--- src/rtl/rfp_pkg.sv ---
// rfp_pkg: shared types and constants of the rs485 frame parser
// used by rfp_front, rfp_fifo, rfp_back and the top level
package rfp_pkg;

    localparam int MAX_PAYLOAD = 32;
    localparam int IDX_W       = (MAX_PAYLOAD > 1) ? $clog2(MAX_PAYLOAD) : 1;
    localparam int CNT_W       = $clog2(MAX_PAYLOAD + 1);
    localparam int MEM_AW      = IDX_W + 1;
    localparam int MEM_DEPTH   = 2 * MAX_PAYLOAD;
    localparam int CRC_CNT_W   = 4;

    localparam logic [15:0] CRC_INIT = 16'hFFFF;
    localparam logic [15:0] CRC_POLY = 16'hA001;
    localparam logic [CRC_CNT_W-1:0] CRC_BITS = CRC_CNT_W'(8);

    typedef enum logic [1:0] {
        ST_GOOD    = 2'd0,
        ST_BAD_LEN = 2'd1,
        ST_CRC_ERR = 2'd2
    } frame_status_t;

    typedef struct packed {
        frame_status_t status;
        logic [7:0]    address;
        logic [7:0]    command;
        logic [7:0]    sequence_no;
        logic [7:0]    length;
        logic          bank;
    } frame_desc_t;

    typedef struct packed {
        logic              en;
        logic [MEM_AW-1:0] addr;
        logic [7:0]        data;
    } pay_wr_t;

    typedef struct packed {
        logic valid;
        logic bank;
    } bank_rel_t;

    function automatic logic [15:0] crc_bit_step(input logic [15:0] crc);
        crc_bit_step = crc[0] ? ((crc >> 1) ^ CRC_POLY) : (crc >> 1);
    endfunction

endpackage

--- src/rtl/rfp_fifo.sv ---
// rfp_fifo: two-entry queue of frame descriptors between parser and emitter
// depends on rfp_pkg
module rfp_fifo import rfp_pkg::*; (
    input  logic        aclk,
    input  logic        aresetn,
    input  logic        push,
    input  frame_desc_t push_desc,
    output logic        full,
    input  logic        pop,
    output frame_desc_t head,
    output logic        empty
);

    frame_desc_t entry_reg [2];
    logic       wr_ptr_reg, wr_ptr_next;
    logic       rd_ptr_reg, rd_ptr_next;
    logic [1:0] count_reg, count_next;

    assign full  = (count_reg == 2'd2);
    assign empty = (count_reg == 2'd0);
    assign head  = entry_reg[rd_ptr_reg];

    always_comb begin
        wr_ptr_next = wr_ptr_reg;
        rd_ptr_next = rd_ptr_reg;
        count_next  = count_reg;
        if (push) begin
            wr_ptr_next = ~wr_ptr_reg;
        end
        if (pop) begin
            rd_ptr_next = ~rd_ptr_reg;
        end
        if (push && !pop) begin
            count_next = count_reg + 2'd1;
        end else if (pop && !push) begin
            count_next = count_reg - 2'd1;
        end
    end

    always_ff @(posedge aclk) begin
        if (!aresetn) begin
            wr_ptr_reg <= 1'b0;
            rd_ptr_reg <= 1'b0;
            count_reg  <= 2'd0;
        end else begin
            wr_ptr_reg <= wr_ptr_next;
            rd_ptr_reg <= rd_ptr_next;
            count_reg  <= count_next;
        end
    end

    always_ff @(posedge aclk) begin
        if (push) begin
            entry_reg[wr_ptr_reg] <= push_desc;
        end
    end

endmodule

--- src/rtl/rfp_front.sv ---
// rfp_front: byte parser with bit-serial crc-16, payload write and frame descriptors
// depends on rfp_pkg
module rfp_front import rfp_pkg::*; (
    input  logic        aclk,
    input  logic        aresetn,
    input  logic        s_tvalid,
    output logic        s_tready,
    input  logic [7:0]  rx_byte,
    input  logic [7:0]  preamble,
    output logic        push,
    output frame_desc_t push_desc,
    input  logic        fifo_full,
    input  bank_rel_t   release_bank,
    output pay_wr_t     pay_wr
);

    typedef enum logic [7:0] {
        PH_HUNT   = 8'b0000_0001,
        PH_ADDR   = 8'b0000_0010,
        PH_CMD    = 8'b0000_0100,
        PH_SEQ    = 8'b0000_1000,
        PH_LEN    = 8'b0001_0000,
        PH_DATA   = 8'b0010_0000,
        PH_CRC_LO = 8'b0100_0000,
        PH_CRC_HI = 8'b1000_0000
    } phase_t;

    phase_t               phase_reg, phase_next;
    logic [15:0]          crc_reg, crc_next;
    logic [CRC_CNT_W-1:0] crc_cnt_reg, crc_cnt_next;
    logic [7:0]           addr_reg, addr_next;
    logic [7:0]           cmd_reg, cmd_next;
    logic [7:0]           seq_reg, seq_next;
    logic [7:0]           len_reg, len_next;
    logic [CNT_W-1:0]     idx_reg, idx_next;
    logic [7:0]           crc_lo_reg, crc_lo_next;
    logic                 bank_reg, bank_next;
    logic [1:0]           busy_reg, busy_next;
    logic                 accept;
    logic [15:0]          crc_fed;

    always_comb begin
        s_tready = (crc_cnt_reg == '0);
        case (phase_reg)
            PH_LEN, PH_CRC_HI: s_tready = s_tready && !fifo_full;
            PH_DATA:           s_tready = s_tready && !busy_reg[bank_reg];
            default:           s_tready = s_tready;
        endcase
    end

    assign accept  = s_tvalid && s_tready;
    // first bit step taken at the accepting edge
    assign crc_fed = crc_bit_step(crc_reg ^ {8'h00, rx_byte});

    always_comb begin
        phase_next   = phase_reg;
        crc_next     = crc_reg;
        crc_cnt_next = crc_cnt_reg;
        addr_next    = addr_reg;
        cmd_next     = cmd_reg;
        seq_next     = seq_reg;
        len_next     = len_reg;
        idx_next     = idx_reg;
        crc_lo_next  = crc_lo_reg;
        bank_next    = bank_reg;
        busy_next    = busy_reg;
        push         = 1'b0;
        push_desc.status      = ST_GOOD;
        push_desc.address     = addr_reg;
        push_desc.command     = cmd_reg;
        push_desc.sequence_no = seq_reg;
        push_desc.length      = len_reg;
        push_desc.bank        = bank_reg;
        pay_wr.en   = 1'b0;
        pay_wr.addr = {bank_reg, idx_reg[IDX_W-1:0]};
        pay_wr.data = rx_byte;

        if (release_bank.valid) begin
            busy_next[release_bank.bank] = 1'b0;
        end

        if (crc_cnt_reg != '0) begin
            crc_next     = crc_bit_step(crc_reg);
            crc_cnt_next = crc_cnt_reg - CRC_CNT_W'(1);
        end else if (accept) begin
            case (phase_reg)
                PH_HUNT: begin
                    if (rx_byte == preamble) begin
                        crc_next     = crc_fed;
                        crc_cnt_next = CRC_BITS - CRC_CNT_W'(1);
                        phase_next   = PH_ADDR;
                    end
                end
                PH_ADDR: begin
                    addr_next    = rx_byte;
                    crc_next     = crc_fed;
                    crc_cnt_next = CRC_BITS - CRC_CNT_W'(1);
                    phase_next   = PH_CMD;
                end
                PH_CMD: begin
                    cmd_next     = rx_byte;
                    crc_next     = crc_fed;
                    crc_cnt_next = CRC_BITS - CRC_CNT_W'(1);
                    phase_next   = PH_SEQ;
                end
                PH_SEQ: begin
                    seq_next     = rx_byte;
                    crc_next     = crc_fed;
                    crc_cnt_next = CRC_BITS - CRC_CNT_W'(1);
                    phase_next   = PH_LEN;
                end
                PH_LEN: begin
                    len_next = rx_byte;
                    idx_next = '0;
                    if (rx_byte > 8'(MAX_PAYLOAD)) begin
                        push             = 1'b1;
                        push_desc.status = ST_BAD_LEN;
                        push_desc.length = rx_byte;
                        phase_next       = PH_HUNT;
                        crc_next         = CRC_INIT;
                    end else begin
                        crc_next     = crc_fed;
                        crc_cnt_next = CRC_BITS - CRC_CNT_W'(1);
                        phase_next   = (rx_byte == 8'h00) ? PH_CRC_LO : PH_DATA;
                    end
                end
                PH_DATA: begin
                    pay_wr.en    = 1'b1;
                    crc_next     = crc_fed;
                    crc_cnt_next = CRC_BITS - CRC_CNT_W'(1);
                    idx_next     = idx_reg + CNT_W'(1);
                    if ((8'(idx_reg) + 8'd1) >= len_reg) begin
                        phase_next = PH_CRC_LO;
                    end
                end
                PH_CRC_LO: begin
                    crc_lo_next = rx_byte;
                    phase_next  = PH_CRC_HI;
                end
                PH_CRC_HI: begin
                    push = 1'b1;
                    if ({rx_byte, crc_lo_reg} != crc_reg) begin
                        push_desc.status = ST_CRC_ERR;
                    end else if (len_reg != 8'h00) begin
                        busy_next[bank_reg] = 1'b1;
                        bank_next           = ~bank_reg;
                    end
                    phase_next = PH_HUNT;
                    crc_next   = CRC_INIT;
                    idx_next   = '0;
                end
                default: begin
                    phase_next = PH_HUNT;
                    crc_next   = CRC_INIT;
                    idx_next   = '0;
                end
            endcase
        end
    end

    always_ff @(posedge aclk) begin
        if (!aresetn) begin
            phase_reg   <= PH_HUNT;
            crc_reg     <= CRC_INIT;
            crc_cnt_reg <= '0;
            addr_reg    <= '0;
            cmd_reg     <= '0;
            seq_reg     <= '0;
            len_reg     <= '0;
            idx_reg     <= '0;
            crc_lo_reg  <= '0;
            bank_reg    <= 1'b0;
            busy_reg    <= '0;
        end else begin
            phase_reg   <= phase_next;
            crc_reg     <= crc_next;
            crc_cnt_reg <= crc_cnt_next;
            addr_reg    <= addr_next;
            cmd_reg     <= cmd_next;
            seq_reg     <= seq_next;
            len_reg     <= len_next;
            idx_reg     <= idx_next;
            crc_lo_reg  <= crc_lo_next;
            bank_reg    <= bank_next;
            busy_reg    <= busy_next;
        end
    end

endmodule

--- src/rtl/rfp_back.sv ---
// rfp_back: result emitter with the two-bank payload memory
// depends on rfp_pkg
module rfp_back import rfp_pkg::*; (
    input  logic        aclk,
    input  logic        aresetn,
    input  pay_wr_t     pay_wr,
    input  frame_desc_t head,
    input  logic        empty,
    output logic        pop,
    output bank_rel_t   release_bank,
    output logic        m_tvalid,
    input  logic        m_tready,
    output logic [39:0] m_tdata,
    output logic [2:0]  m_tuser,
    output logic        m_tlast
);

    typedef enum logic [2:0] {
        B_IDLE = 3'b001,
        B_READ = 3'b010,
        B_SHOW = 3'b100
    } bstate_t;

    bstate_t          state_reg, state_next;
    frame_desc_t      cur_reg, cur_next;
    logic [CNT_W-1:0] idx_reg, idx_next;
    logic             has_reg, has_next;
    logic             last_reg, last_next;
    logic [7:0]       pb_reg;
    logic             rd_en;
    logic             clr_pb;
    logic [7:0]       mem [MEM_DEPTH];

    assign m_tvalid = (state_reg == B_SHOW);
    assign m_tdata  = {pb_reg, cur_reg.length, cur_reg.sequence_no,
                       cur_reg.command, cur_reg.address};
    assign m_tuser  = {has_reg, cur_reg.status};
    assign m_tlast  = last_reg;

    always_comb begin
        state_next = state_reg;
        cur_next   = cur_reg;
        idx_next   = idx_reg;
        has_next   = has_reg;
        last_next  = last_reg;
        pop        = 1'b0;
        rd_en      = 1'b0;
        clr_pb     = 1'b0;
        release_bank.valid = 1'b0;
        release_bank.bank  = cur_reg.bank;
        case (state_reg)
            B_IDLE: begin
                if (!empty) begin
                    pop      = 1'b1;
                    cur_next = head;
                    idx_next = '0;
                    if (head.status != ST_GOOD || head.length == 8'h00) begin
                        has_next   = 1'b0;
                        last_next  = 1'b1;
                        clr_pb     = 1'b1;
                        state_next = B_SHOW;
                    end else begin
                        has_next   = 1'b1;
                        state_next = B_READ;
                    end
                end
            end
            B_READ: begin
                rd_en      = 1'b1;
                last_next  = ((8'(idx_reg) + 8'd1) == cur_reg.length);
                state_next = B_SHOW;
            end
            B_SHOW: begin
                if (m_tready) begin
                    if (last_reg) begin
                        release_bank.valid = has_reg;
                        state_next         = B_IDLE;
                    end else begin
                        idx_next   = idx_reg + CNT_W'(1);
                        state_next = B_READ;
                    end
                end
            end
            default: begin
                state_next = B_IDLE;
            end
        endcase
    end

    always_ff @(posedge aclk) begin
        if (!aresetn) begin
            state_reg <= B_IDLE;
            idx_reg   <= '0;
            has_reg   <= 1'b0;
            last_reg  <= 1'b0;
        end else begin
            state_reg <= state_next;
            idx_reg   <= idx_next;
            has_reg   <= has_next;
            last_reg  <= last_next;
        end
    end

    always_ff @(posedge aclk) begin
        cur_reg <= cur_next;
        if (pay_wr.en) begin
            mem[pay_wr.addr] <= pay_wr.data;
        end
        if (rd_en) begin
            pb_reg <= mem[{cur_reg.bank, idx_reg[IDX_W-1:0]}];
        end else if (clr_pb) begin
            pb_reg <= '0;
        end
    end

endmodule

--- src/rtl/rs485_frame_parser_crc16.sv ---
// rs485_frame_parser_crc16: top level of the rs485 frame parser with crc-16 check
// depends on rfp_pkg, rfp_front, rfp_fifo and rfp_back
//
// Received bytes enter one word at a time on the s_ side. For a byte that feeds the
// crc (preamble, header and payload) the first bit step of the bit-serial crc-16
// update happens at the accepting edge and seven more follow in the parser, which
// takes no new byte meanwhile; ignored bytes, an oversized length byte and the
// two crc bytes take no bit steps. Finished frames go into a two-entry descriptor
// queue and the emitter sends them out on the m_ side: one word per payload byte
// (payload memory read, then show state), or a single status word for an empty,
// oversized or crc-failed frame. Payload is held in two banks so the next frame
// can be received while the last one drains; the parser stalls on a payload byte
// while both banks still hold frames not yet sent, and on a length byte or the
// last crc byte while the descriptor queue is full. No clearing pass after reset.
module rs485_frame_parser_crc16 import rfp_pkg::*; (
    input  logic        aclk,
    input  logic        aresetn,
    input  logic        cfg_we,
    input  logic [7:0]  cfg_wdata,
    input  logic        s_tvalid,
    output logic        s_tready,
    input  logic [7:0]  s_tdata,   // rx_byte
    output logic        m_tvalid,
    input  logic        m_tready,
    output logic [39:0] m_tdata,   // dest_address, command, sequence_res,
                                   // payload_length, payload_byte
    output logic [2:0]  m_tuser,   // status, has_payload
    output logic        m_tlast
);

    logic [7:0]  preamble_reg;
    logic        push;
    frame_desc_t push_desc;
    logic        fifo_full;
    logic        fifo_empty;
    logic        pop;
    frame_desc_t head;
    bank_rel_t   release_bank;
    pay_wr_t     pay_wr;

    always_ff @(posedge aclk) begin
        if (!aresetn) begin
            preamble_reg <= '0;
        end else if (cfg_we) begin
            preamble_reg <= cfg_wdata;
        end
    end

    rfp_front u_front (
        .aclk         (aclk),
        .aresetn      (aresetn),
        .s_tvalid     (s_tvalid),
        .s_tready     (s_tready),
        .rx_byte      (s_tdata),
        .preamble     (preamble_reg),
        .push         (push),
        .push_desc    (push_desc),
        .fifo_full    (fifo_full),
        .release_bank (release_bank),
        .pay_wr       (pay_wr)
    );

    rfp_fifo u_fifo (
        .aclk      (aclk),
        .aresetn   (aresetn),
        .push      (push),
        .push_desc (push_desc),
        .full      (fifo_full),
        .pop       (pop),
        .head      (head),
        .empty     (fifo_empty)
    );

    rfp_back u_back (
        .aclk         (aclk),
        .aresetn      (aresetn),
        .pay_wr       (pay_wr),
        .head         (head),
        .empty        (fifo_empty),
        .pop          (pop),
        .release_bank (release_bank),
        .m_tvalid     (m_tvalid),
        .m_tready     (m_tready),
        .m_tdata      (m_tdata),
        .m_tuser      (m_tuser),
        .m_tlast      (m_tlast)
    );

endmodule

--- config.mk ---
export PLATFORM = sky130hd
export DESIGN_NAME = rs485_frame_parser_crc16
export DESIGN_NICKNAME = d
export VERILOG_FILES = /design/src/rtl/rfp_pkg.sv /design/src/rtl/rfp_fifo.sv /design/src/rtl/rfp_front.sv /design/src/rtl/rfp_back.sv /design/src/rtl/rs485_frame_parser_crc16.sv
export SDC_FILE = /design/constraint.sdc
export NUM_CORES = 1
export LEC_CHECK = 0
export BUFFER_PORTS_ARGS = -buffer_cell sky130_fd_sc_hd__buf_2
export CORE_MARGIN = 3
export CORE_UTILIZATION = 55
export CTS_CLUSTER_SIZE = 10
export DETAILED_ROUTE_END_ITERATION = 6
export PLACE_DENSITY_LB_ADDON = 0.3
export SETUP_SLACK_MARGIN = 0.05
export SKIP_LAST_GASP = 1
export SLEW_MARGIN = 20
export SYNTH_ARGS = -nofsm -noshare
export SYNTH_HDL_FRONTEND = slang
export SYNTH_SLANG_ARGS = --single-unit
--- constraint.sdc ---
create_clock -name aclk -period 5.5 [get_ports aclk]
set_input_delay 0 -clock aclk [delete_from_list [all_inputs] [get_ports aclk]]
set_output_delay 0 -clock aclk [all_outputs]
set_load 0.05 [all_outputs]
======== Word-level counts from Yosys, hierarchy flattened ========
Memory sizes are Yosys's and may differ from the RTL's. A register that Yosys moved wholly into a read port is not among the register bits.
Index checks and enable logic that the tools add are counted.
storage, ports and cells
  bits in registers ....................... 143
  memory bits (writable) .................. 582
  input bits .............................. 21
  output and inout port bits .............. 46
  logic and storage cells ................. 199
  memories kept ........................... 2
cells by class
  add/sub/neg operators ................... 7
  order comparisons ....................... 6
  equal/unequal tests ..................... 24
  mux-type cells .......................... 79
  bitwise gates (word level) .............. 13
  reduce and logical (&&, ||, !) cells .... 42
memory list
  memory            words  width  read ports  clocked after Yosys merged registers in  write ports  RTL line        RTL
  u_back.mem        64     8      1           0                                        1            rfp_back.sv:32  logic [7:0] mem [MEM_DEPTH];
  u_fifo.entry_reg  2      35     1           1                                        1            rfp_fifo.sv:14  frame_desc_t entry_reg [2];
operators by type and width
  kind                                                                      count
  16-bit two-way mux                                                        6
  8-bit two-way mux                                                         9
  16-bit one-hot mux with 4 select lines                                    1
  8-bit one-hot mux with 7 select lines                                     1
  1-bit two-way mux                                                         29
  2-bit two-way mux                                                         12
  6-bit one-hot mux with 2 select lines                                     2
  3-bit AND reduction                                                       8
  6-bit two-way mux                                                         3
  8-bit equality test                                                       2
  8-bit logical NOT                                                         2
  4-bit two-way mux                                                         4
  16-bit inequality test                                                    1
  16-bit by 8-bit XOR with 16-bit output                                    1
  6-bit by 1-bit adder with 7-bit output (second input constant)            2
  6-bit by 1-bit adder with 6-bit output (second input constant)            2
  4-bit one-hot mux with 3 select lines                                     1
  4-bit AND reduction                                                       3
  2-bit nonzero test                                                        6
  2-bit by 1-bit inequality test with 1-bit output (second input constant)  5
  3-bit two-way mux                                                         3
  3-bit one-hot mux with 3 select lines                                     1
  8-bit by 1-bit equality test with 1-bit output (second input constant)    1
  8-bit by 2-bit equality test with 1-bit output (second input constant)    1
  other kinds (41)                                                          65

======== Logic depth before layout (Yosys ltp) ========
  depth after elaboration ................. 13
  gate-level depth with buffers ........... 11
  gate-level depth less buffers ........... 10

======== Cells and area by module ========
From an unflattened synthesis, not the netlist that was laid out.
second synthesis, totals
  cells, all modules ...................... 1830
  area total of the unflattened synthesis .. 29479.5 um^2
modules (own cells, without submodules)
  module                    times used  cells each  area each (um^2)  sequential area each (um^2)
  rfp_back                  1           1139        22017.4           16886.2
  rfp_front                 1           535         4418.0            1541.5
  rfp_fifo                  1           131         2742.6            2202.1
  rs485_frame_parser_crc16  1           25          301.5             160.2

======== Least setup slack after synthesis ========
Ideal clock, no wire load.
  kind .................................... register -> register
  from .................................... reg u_front.phase_reg[2]
  to ...................................... mem u_fifo.entry_reg[0][0] in the netlist's numbering, enable pin
  library setup time ...................... 431 ps
  arrival ................................. 3614 ps
  required time ........................... 5069 ps
  setup slack ............................. 1454 ps
  cell stages (with the launch flop) ...... 9
  path buffers ............................ 3
  clock period less this slack ............ 4046 ps
  cell sequence ........................... dfxtp_1 -> buf_6 -> or3_4 -> buf_6 -> or4b_1 -> clkbuf_2 -> a21o_1 -> a21oi_1 -> nor2b_1
on the way
  longest elaborated chain between the ends .. 8
ends and longest elaborated chain
  what                                                                                   RTL line                          RTL
  from (decl)                                                                            rfp_front.sv:28                   phase_t phase_reg, phase_next;
  from (signal assigned)                                                                 rfp_front.sv:175                  phase_reg <= phase_next;
  8-bit by 5-bit equality test with 1-bit output or 8-bit equality test (tied branches)  rfp_front.sv:44, rfp_front.sv:86
  2-bit OR reduction                                                                     rfp_front.sv:44                   case (phase_reg)
  1-bit one-hot mux with 2 select lines                                                  rfp_front.sv:44
  1-bit logical AND                                                                      rfp_front.sv:51                   assign accept = s_tvalid && s_tready;
  1-bit two-way mux (*)                                                                  rfp_front.sv:85                   end else if (accept) begin
  1-bit two-way mux (*)                                                                  rfp_front.sv:82                   if (crc_cnt_reg != '0) begin
  named net push                                                                         rs485_frame_parser_crc16.sv:32    logic push;
  1-bit two-way mux (*)                                                                  rfp_fifo.sv:53                    if (push) begin
  1-bit two-way mux (not written as such) (*)                                            rfp_fifo.sv:54                    entry_reg[wr_ptr_reg] <= push_desc;
  to (decl)                                                                              rfp_fifo.sv:14
Mark *: on every way through the listed nets, which the timed path passes. The rest lies on a longest branch.

======== Worst setup path after layout ========
  from .................................... reg u_front.bank_reg
  to ...................................... mem u_back.mem[31][4], enable pin
on the way
  longest elaborated chain between the ends .. 10
ends and longest elaborated chain
  what                                                  RTL line          RTL
  from (decl)                                           rfp_front.sv:37   logic bank_reg, bank_next;
  from (signal assigned)                                rfp_front.sv:184  bank_reg <= bank_next;
  1-bit two-way mux (not written as such) (2 in a row)  rfp_front.sv:46   PH_DATA: s_tready = s_tready && !busy_reg[bank_reg];
  1-bit logical NOT                                     rfp_front.sv:46
  1-bit logical AND                                     rfp_front.sv:46
  1-bit one-hot mux with 2 select lines                 rfp_front.sv:44
  1-bit logical AND                                     rfp_front.sv:51
  1-bit two-way mux                                     rfp_front.sv:85
  1-bit two-way mux                                     rfp_front.sv:82
  1-bit two-way mux                                     rfp_back.sv:106   if (pay_wr.en) begin
  1-bit two-way mux (not written as such)               rfp_back.sv:107   mem[pay_wr.addr] <= pay_wr.data;
  to (decl)                                             rfp_back.sv:32
Parallel ways exist; a longest one is shown, timed or not. The select of a mux whose other input is x is not followed.

==> results.py <==
metrics = {
    "clock_tree": {
        "cts_buffers": 83,
        "cts-root-buf": "clkbuf_16",
        "clockBufferDepth": 3,
        "cts_tree": "built",
        "htreeDepth": 3,
        "clk_latency_ns": 0.63,
        "post_cts_buffers": 0,
        "clkTransAtPathRegs_ns": 0.05,
        "clock-sinks": 726,
    },
    "timing": {
        "setup_viol": 0,
        "relSlewSlack_pct": 24.7,
        "slew_violations": 0,
        "worst_pin_slew_ns": 1.13,
        "setup_ws_ns": 1.60,
        "skew_ns": 0.0308,
        "setup_tns_ns": 0,
        "clock.fmax_mhz": 257,
        "fin_crit_ns": 3.90,
        "post-route-period-util_pct": 70.9,
        "timing.hold.ws_ns": -0.000250,
        "rsz0062_at_grt": "false",
        "finalHoldViolations": 1,
    },
    "detailed_routing": {
        "wl_per_cell_um": 26.5,
        "vias_per_cell": 6.33,
        "ant_nets": 0,
        "dr.pass1.iters": 5,
        "drt-total-wl_mm": 66.3,
        "drc": 0,
        "drt-initial-drc-count": 1724,
        "vias": 15800,
    },
    "logic_synthesis": {
        "synth_area_per_cell_um2": 17.2,
        "synth-edff-count": 625,
        "synth.area.top_cells": "edfxtp_1 65%, mux4_2 12%, dfxtp_1 7.0%, nor2_1 1.5%, mux2_2 1.4%",
        "synth-seq-cells": 726,
        "ys.flop_type": "edfxtp_1",
        "netlist_top_cells_count": "625 x edfxtp_1, 152 x mux4_2, 118 x nor2_1",
        "netlist-cell-type-count": 64,
        "ys_warn_count": 0,
        "seq_area_frac_synth_pct": 71.6,
        "syn_inst": 1686,
        "syn-num-nets": 1719,
        "syn_area_mm2": 0.0290,
        "yosysMostFrequentCell": "edfxtp_1",
        "synth_area_leader_cell": "edfxtp_1",
        "synth_top_cell_area_share_pct": 64.7,
        "ys_async_sr_fraction_pct": 0,
    },
    "power": {
        "ir_drop_mv": 0.287,
        "p_leak_nw": 10.2,
        "power_density_mw_per_mm2": 378,
    },
    "worst_setup_path": {
        "slowest_stage": "nor3_1",
        "endpoint_kind": "flop",
        "cpMostUsedCell": "mux2i_1",
        "cp-start-kind": "flop",
        "cp-startpoint": "u_front.bank_reg$_SDFFE_PN0P_",
        "worstPathRequired_ns": 5.76,
        "crit_type": "flop to flop",
        "critical-path-max-stage-delay_ns": 0.76,
        "crit_chain": "mux2i_1, mux2i_1, a311o_1, nor3_1, nand3_1, nor2_1",
        "reg2reg_from": "u_front.bank_reg$_SDFFE_PN0P_",
        "crit_fanout": 21,
        "crit_family": "simple AND/OR/NAND/NOR gates",
        "cp.arrival_ns": 4.15,
        "worst-path-buf-inv": 0,
    },
    "min_path": {
        "hp-start": "aresetn",
        "hp-class": "primary input to flop",
    },
    "place": {
        "dp_hpwl_mm": 40.0,
        "place.gp.congestion": 0.879,
        "place.port_buffers": 66,
        "dp_worst_setup_slack_ns": 1.65,
    },
    "layout": {
        "multiInputGateArea_mm2": 0.00772,
        "syn2layout_area_growth_pct": 12.2,
        "fin_nets": 1810,
        "fillCellCount": 3554,
        "drive_gt1_share_pct": 21.8,
        "largest_reg_flops": 512,
        "seqCellArea_mm2": 0.0208,
    },
    "floorplan": {
        "die_y_um": 236,
        "rows": 83,
        "io_pins": 67,
        "dieArea_mm2": 0.0556,
        "start_util_pct": 56.1,
        "die_w_um": 236,
        "core_mm2": 0.0517,
    },
    "grt": {
        "track_usage_pct": 24.1,
        "grt_first_pass_wirelength_mm": 101,
        "grt_antenna_before_repair": 2,
        "grt_max_degree": 76,
        "grt_pass1_vias": 15900,
        "overflow": 0,
    },
    "job": {
        "drv_cap": 0,
    },
    "outcome": {
        "violations": "hold timing",
        "outcome": "finished with violations",
    },
}
report_power, final:
group	switching [W]	internal, W	leakage [nW]
clock network	0.00208	0.00279	1.12
logic	0.000780	0.000401	2.61
registers	0.000143	0.00612	6.49
total	0.00301	0.00932	10.2
worst paths after layout:
path,endpoint,slack [ns],cells after the start
hold / removal,u_front.crc_reg[14]$_SDFFE_PN1P_,-0.0002,3
setup reg to reg,u_back.mem[31][4]$_DFFE_PP_,1.60,6
hold reg to reg,u_fifo.entry_reg[1][19]$_DFFE_PP_,0.46,0
setup / recovery,u_back.mem[31][4]$_DFFE_PP_,1.60,6
metrics by stage:
| step | hold slack, ns | instances | total power, W | area, µm² | utilization (%) |
|---|---|---|---|---|---|
| after CTS | 0.0149 | 2498 | 0.0124 | 32500 | 62.9 |
| after detailed placement | 0.252 | 2348 | 0.00754 | 30000 | 57.9 |
| after floorplan | 0.0989 | 1686 | 0.00719 | 29000 | - |
| final | -0.000250 | 2501 | 0.0123 | 32600 | 63.0 |
| after global routing | 0.0586 | 2499 | 0.0127 | 32600 | 62.9 |
| after global placement | 0.232 | 2348 | 0.00751 | 30000 | 57.9 |
layout make-up:
class | count | area share [%]
Multi-Input combinational cell | 834 | 23.7
Tap cell | 680 | 2.61
Clock buffer | 118 | 6.81
Timing Repair Buffer | 112 | 2.33
Clock inverter | 9 | 0.392
Antenna cell | 2 | 0.0154
Sequential cell | 726 | 63.9
Inverter | 20 | 0.231
timing repair:
action | CTS | global route
hold endpoints to repair | 52 | 0
gates resized for setup | 0 | 0
hold buffers | 23 | 0
layout by cell type (no fill, tap or decap), types with 6 or more instances in the layout:
cell and n:
or3_1 9, o311ai_0 8, nand4_1 11, mux4_2 152, inv_1 19, clkbuf_16 83
nor2b_1 20, buf_2 66, xnor2_1 34, o21ai_0 72, nand3_1 56, a21oi_1 47
dfxtp_1 97, o22ai_1 9, buf_4 21, mux2_2 36, o31ai_1 6, nor4_1 11
xor2_1 10, nand2b_1 10, nor3_1 25, clkbuf_1 34, a21o_1 6, a211oi_1 23
nand2_1 56, edfxtp_1 625, ha_1 12, mux2i_1 31, nor2_1 118, nand3b_1 7
dlygate4sd3_1 23
cells by family (layout without fill, tap and decap cells):
family                     count (synthesis)  count (layout)  synth area share, %
AOI/OAI and AO/OA                        203             203                 4.27
xor gates and xnor gates                  44              44                 1.33
adders and majority gates                 12              12                0.517
buffers and inverters                    126             259                 1.86
DFF                                      726             726                 71.6
muxes                                    224             224                 14.5
other                                      0               2                    0
and+or+nand+nor                          351             351                 5.89
layer usage:
layer / GRT usage, % / share of wire (%)
met3: 4.80 / 8.4
met4: 8.20 / 2.8
met1: 34.9 / 41
met5: 0 / 0
met2: 37.4 / 48
tightest hold or removal path: stages:
cell	delay, ns
buf_2	0.09
buf_4	0.33
o21ai_0	0.16
No activity file was read; power rests on OpenSTA's default activity.
